<file path="config.mk">
export PLATFORM = sky130hd
export DESIGN_NAME = mtmc_ctrl
export DESIGN_NICKNAME = d
export VERILOG_FILES = /design/src/rtl/mtmc_pkg.sv /design/src/rtl/mtmc_ctrl.sv
export SDC_FILE = /design/constraint.sdc
export NUM_CORES = 1
export LEC_CHECK = 0
export CORE_AREA = 4 4 41 43
export CTS_BUF_LIST = sky130_fd_sc_hd__clkbuf_8
export DETAILED_ROUTE_END_ITERATION = 10
export DIE_AREA = 0 0 45 47
export DONT_BUFFER_PORTS = 1
export SETUP_SLACK_MARGIN = 0.4
export SLEW_MARGIN = 20
export SYNTH_ARGS = -nofsm -noshare
export SYNTH_HDL_FRONTEND = slang
export SYNTH_SLANG_ARGS = --single-unit
</file>
<file path="constraint.sdc">
create_clock -name i_clk -period 0.9 [get_ports i_clk]
set_clock_uncertainty 0.15 [all_clocks]
set_input_delay 0.135 -clock i_clk [delete_from_list [all_inputs] [get_ports i_clk]]
set_output_delay 0.135 -clock i_clk [all_outputs]
set_load 0.02 [all_outputs]
</file>
<file path="src/rtl/mtmc_pkg.sv">
// Package for masked_tile_match_count.
// Holds controller/datapath interface structs and fixed codes; no dependencies.
package mtmc_pkg;

    localparam int PIX_W    = 25;
    localparam int FLAG_BIT = 24;
    localparam int RAW_W    = 32;
    localparam int COORD_W  = 7;
    localparam int CFG_W    = 8;
    localparam int COUNT_W  = 7;

    localparam logic ACT_WRITE   = 1'b0;
    localparam logic ACT_COMPARE = 1'b1;

    localparam logic CFG_FRAME_WIDTH  = 1'b0;
    localparam logic CFG_FRAME_HEIGHT = 1'b1;

    localparam logic [CFG_W-1:0] FRAME_SIZE_RST = 8'd128;

    typedef struct packed {
        logic wr;
        logic load;
        logic step;
    } t_cmd;

    typedef struct packed {
        logic last;
    } t_status;

endpackage

</file>
<file path="src/rtl/mtmc_ctrl.sv">
// Controller for masked_tile_match_count: sequences the tile walk.
// Depends on mtmc_pkg.
module mtmc_ctrl (
    input  logic             i_clk,
    input  logic             i_rst_n,
    input  logic             i_start,
    input  logic             i_action,
    input  mtmc_pkg::t_status i_status,
    output mtmc_pkg::t_cmd   o_cmd,
    output logic             o_busy,
    output logic             o_valid
);
    import mtmc_pkg::*;

    typedef enum logic [1:0] {
        S_IDLE,
        S_RUN,
        S_WAIT
    } t_state;

    t_state r_state, n_state;
    logic   r_valid, n_valid;
    logic   req;

    assign o_busy = (r_state != S_IDLE);
    assign req    = i_start && !o_busy;

    assign o_cmd.wr   = req && (i_action == ACT_WRITE);
    assign o_cmd.load = req && (i_action == ACT_COMPARE);
    assign o_cmd.step = (r_state == S_RUN);

    always_comb begin
        n_state = r_state;
        n_valid = 1'b0;
        unique case (r_state)
            S_IDLE: begin
                if (o_cmd.load) begin
                    n_state = S_RUN;
                end
            end
            S_RUN: begin
                if (i_status.last) begin
                    n_state = S_WAIT;
                end
            end
            S_WAIT: begin
                n_state = S_IDLE;
                n_valid = 1'b1;
            end
            default: n_state = S_IDLE;
        endcase
    end

    always_ff @(posedge i_clk) begin
        if (!i_rst_n) begin
            r_state <= S_IDLE;
            r_valid <= 1'b0;
        end else begin
            r_state <= n_state;
            r_valid <= n_valid;
        end
    end

    assign o_valid = r_valid;

endmodule

</file>
# After elaboration in Yosys (flattened, before gate mapping)
# Cells that the tools add are included.
# word_totals
output_inout_bits,5
elab_cells,18
register_bits,3
inputBits,5
# op_classes
n_reduce_logical,7
n_eq_ne,4
muxes,4
n_bitwise,1
# op_table
cell,count
2-bit 2-to-1 mux,2
2-bit != test (second input constant),2
2-bit one-hot mux with 2 select lines,1
1-bit logical AND,3
2-bit by 1-bit equality test with 1-bit output (second input constant),1
2-bit equality test (second input constant),1
2-bit logical NOT,1
2-bit AND reduction,1
2-bit nonzero test,1
1-bit logical NOT,1
1-bit 2-to-1 mux,1
1-bit inverter,1

# Depth between registers and ports, before layout
# logic_depth
ltp_word,6
depth_mapped,2
ltp_nobuf,2

# Least setup slack after synthesis
# Ideal clock, no wire load.
# synth_path
kind,register to output
start,register r_state[0]
end,output o_cmd[2] (netlist bit)
arrival_ns,0.975
path_stages_with_launch,3
n_path_buf,0
slack_ns,-0.360
cell_sequence,dfxtp_1 or2_4 nor3b_2
# synth_rtl
element,line,source
start: declaration,mtmc_ctrl.sv:21,"t_state r_state, n_state;"
start signal: assignment,mtmc_ctrl.sv:59,r_state <= n_state;
end: declaration,mtmc_ctrl.sv:9,"output mtmc_pkg::t_cmd o_cmd,"

==> results.cfg <==
[status]
run_status = finished, violations left
failed_checks = hold timing, setup timing

[sta]
worstMarginPinSlew_ns = 0.280
fin_crit_ns = 1.34
holdWs_ns = -0.126
fin_ws_ns = -0.442
final-setup-viol-count = 6
slew_headroom_pct = 81.3
finalMaxSlewViolations = 0
max_freq_mhz = 745
post-route-period-util_pct = 149
rsz0062_at_grt = true
hold_viol = 3

[layout]
final_nets = 30
layout-drive-gt1-share_pct = 66.7
syn_to_final_growth_pct = 81.4
utilization_pct = 20.6
n_antenna_cell = 0
nFillCells = 143

[critical_path]
r2r_end = r_state[0]
slowest_delay_ns = 0.32
r2r_cells = 4
path_class = reg2out
reg2reg_slack_ns = -0.17
worstSetupStartpointType = flop
r2r-start = r_state[0]
arrival_ns = 1.06
critPathSlowestCell = dfxtp_2
crit_path_max_fanout = 4
cp.required_ns = 0.61
cp_cell_sequence = or2_4 > nor3b_4
crit_path_end_kind = primary output
critical-path-top-delay-family = simple AND/OR/NAND/NOR gates
crit_buf_inv = 0

[place]
portBuffers = 0
dpl_worst_slack_ns = -0.223
gp_congestion = 0.679

[route]
drtPass1Iterations = 1
post_drt_wl_per_cell_um = 8.79
vias_per_cell = 3.36
num_vias = 131
post-route-drc-count = 0
wl_um = 343
drt_iter0_markers = 0
detail-route-antenna-nets = 0

[die]
dieArea_um2 = 2120
num_rows = 13
initial_core_util_pct = 11.3
die_w_um = 45
core_area_um2 = 1300
ios = 10
die_h_um = 47

[clock_network]
root_buffer = clkbuf_8
clk_pin_slew_ns = 0.03
postCtsSetupBuffers = 0
clock_sinks = 3
clk-insertion-delay-late_ns = 0.21
cts_tree = yes
cts_buffer_depth = 2
cts_made_buffers = 3
htree_levels = 1

[yosys]
avgSynthCellArea_um2 = 9.23
synth_top_area_share_pct = 40.7
synth_area_leaders = dfxtp_1, and4bb_2, nand2b_1
syn_area_um2 = 148
synth_warnings = 0
synth_nets = 21
synth_cells = 16
ys_seq_area_share_pct = 40.7
ys_ff_latch = 3
yosysUniqueCellTypes = 11
synth_top_area_cell = dfxtp_1

[global_route]
grt_pass1_wl_um = 489
grt_max_degree = 5
top_usage_layer = met2
use_met1_pct = 2.95
grt_pass1_vias = 129
antenna_found_initial = 0
met2_usage_pct = 5.08
track_usage_pct = 3.87
grt_use_met3_pct = 4.60
grt_overflow = 0

[hold_path]
hold-path-endpoint = o_valid
min_path_cells = 2
min_from = i_rst_n
hold_class = in2reg

[pwr]
p_int_w = 0.000463
p_clk_share_pct = 64.6
ir_worst_vdd_v = 0.000495
seq_power_share_pct = 24.0
comb_power_share_pct = 11.4
power.switching_w = 0.000119
p_leak_nw = 0.114
p_per_area_nw_per_um2 = 2170
swShare_pct = 20.5

[flow_run]
cap_violations = 0
==> final cells by class <==
type,instances,area (um^2),area share [%]
flip-flops and latches,3,66.3,24.8
repair buffers,5,37.5,14.0
clock buffers,3,41.3,15.4
clock inverters,1,3.75,1.40
multi-input cells,12,100,37.4
well taps,15,18.8,7.01
==> sequential cells by signal, indices dropped and copies added, names as in the netlist <==
register,cells
r_state,2
o_valid,1
==> cell families after synthesis <==
group	count (synthesis)	synth area share, %
simple gates	11	50.9
buf+inv	1	5.09
compound gates	1	3.39
flops	3	40.7
==> cell usage in the layout, fill, tap and decap left out <==
cell type | synthesis | layout
dfxtp_2 | 0 | 2
or2_4 | 1 | 1
inv_1 | 0 | 1
and4bb_4 | 0 | 1
dfxtp_4 | 0 | 1
clkbuf_8 | 0 | 3
buf_4 | 1 | 5
nor2b_1 | 1 | 1
nand2_2 | 0 | 1
nand2_1 | 2 | 1
nand2b_4 | 0 | 1
nand2b_1 | 2 | 1
nand3b_1 | 1 | 1
nor2_1 | 2 | 2
a21oi_1 | 1 | 1
nor3b_4 | 0 | 1
==> what timing repair did <==
item,in CTS,in global routing
endpoints found under the setup margin,8,8
endpoints found under the hold margin,3,3
gates resized for setup,0,3
gates cloned,0,0
pin swaps,0,1
==> cells in the mapped netlist <==
library cell and n:
or2_4 1, nor2b_1 1, nand3b_1 1, nor2_1 2
and4bb_2 1, nand2_1 2, dfxtp_1 3, nand2b_1 2
nor3b_2 1, buf_4 1, a21oi_1 1
==> how the worst max path moves through the flow <==
stage / slack, ns / start / to / cells after the start
final: -0.44 / r_state[0] / o_cmd[2] / 2
after global routing: -0.48 / r_state[0] / o_cmd[2] / 2
after CTS: -0.45 / r_state[0] / o_cmd[2] / 2
after detailed placement: -0.22 / r_state[0] / o_cmd[2] / 2
after global placement: -0.23 / r_state[0] / o_cmd[2] / 2
after floorplan: -0.26 / r_state[1] / o_cmd[2] / 2
==> power groups by stage <==
stage	Sequential (W)	Clock [W]	Combinational, W
after floorplan	0.000142	0	0.0000442
after global placement	0.000142	0	0.0000615
after detailed placement	0.000142	0	0.0000616
after CTS	0.000140	0.000389	0.0000617
after global routing	0.000141	0.000406	0.0000696
final	0.000140	0.000376	0.0000663
==> metal layers <==
metal | share of wire [%] | up-vias
li1 | - | 67
met1 | 34 | 56
met2 | 45 | 8
met3 | 20 | 0
met4 | 0 | 0
met5 | 0 | -
==> through the flow <==
| step | area, um^2 | std cells | TNS [ns] | power (W) |
|---|---|---|---|---|
| 2_1_floorplan | 160 | 16 | -0.320 | 0.000186 |
| 3_3_place_gp | 209 | 35 | -0.727 | 0.000203 |
| 3_5_place_dp | 209 | 35 | -0.732 | 0.000203 |
| 4_1_cts | 254 | 39 | -1.67 | 0.000591 |
| 5_1_grt | 268 | 39 | -1.87 | 0.000616 |
| 6_report | 268 | 39 | -1.64 | 0.000582 |
No activity file was read; power rests on OpenSTA's default activity.
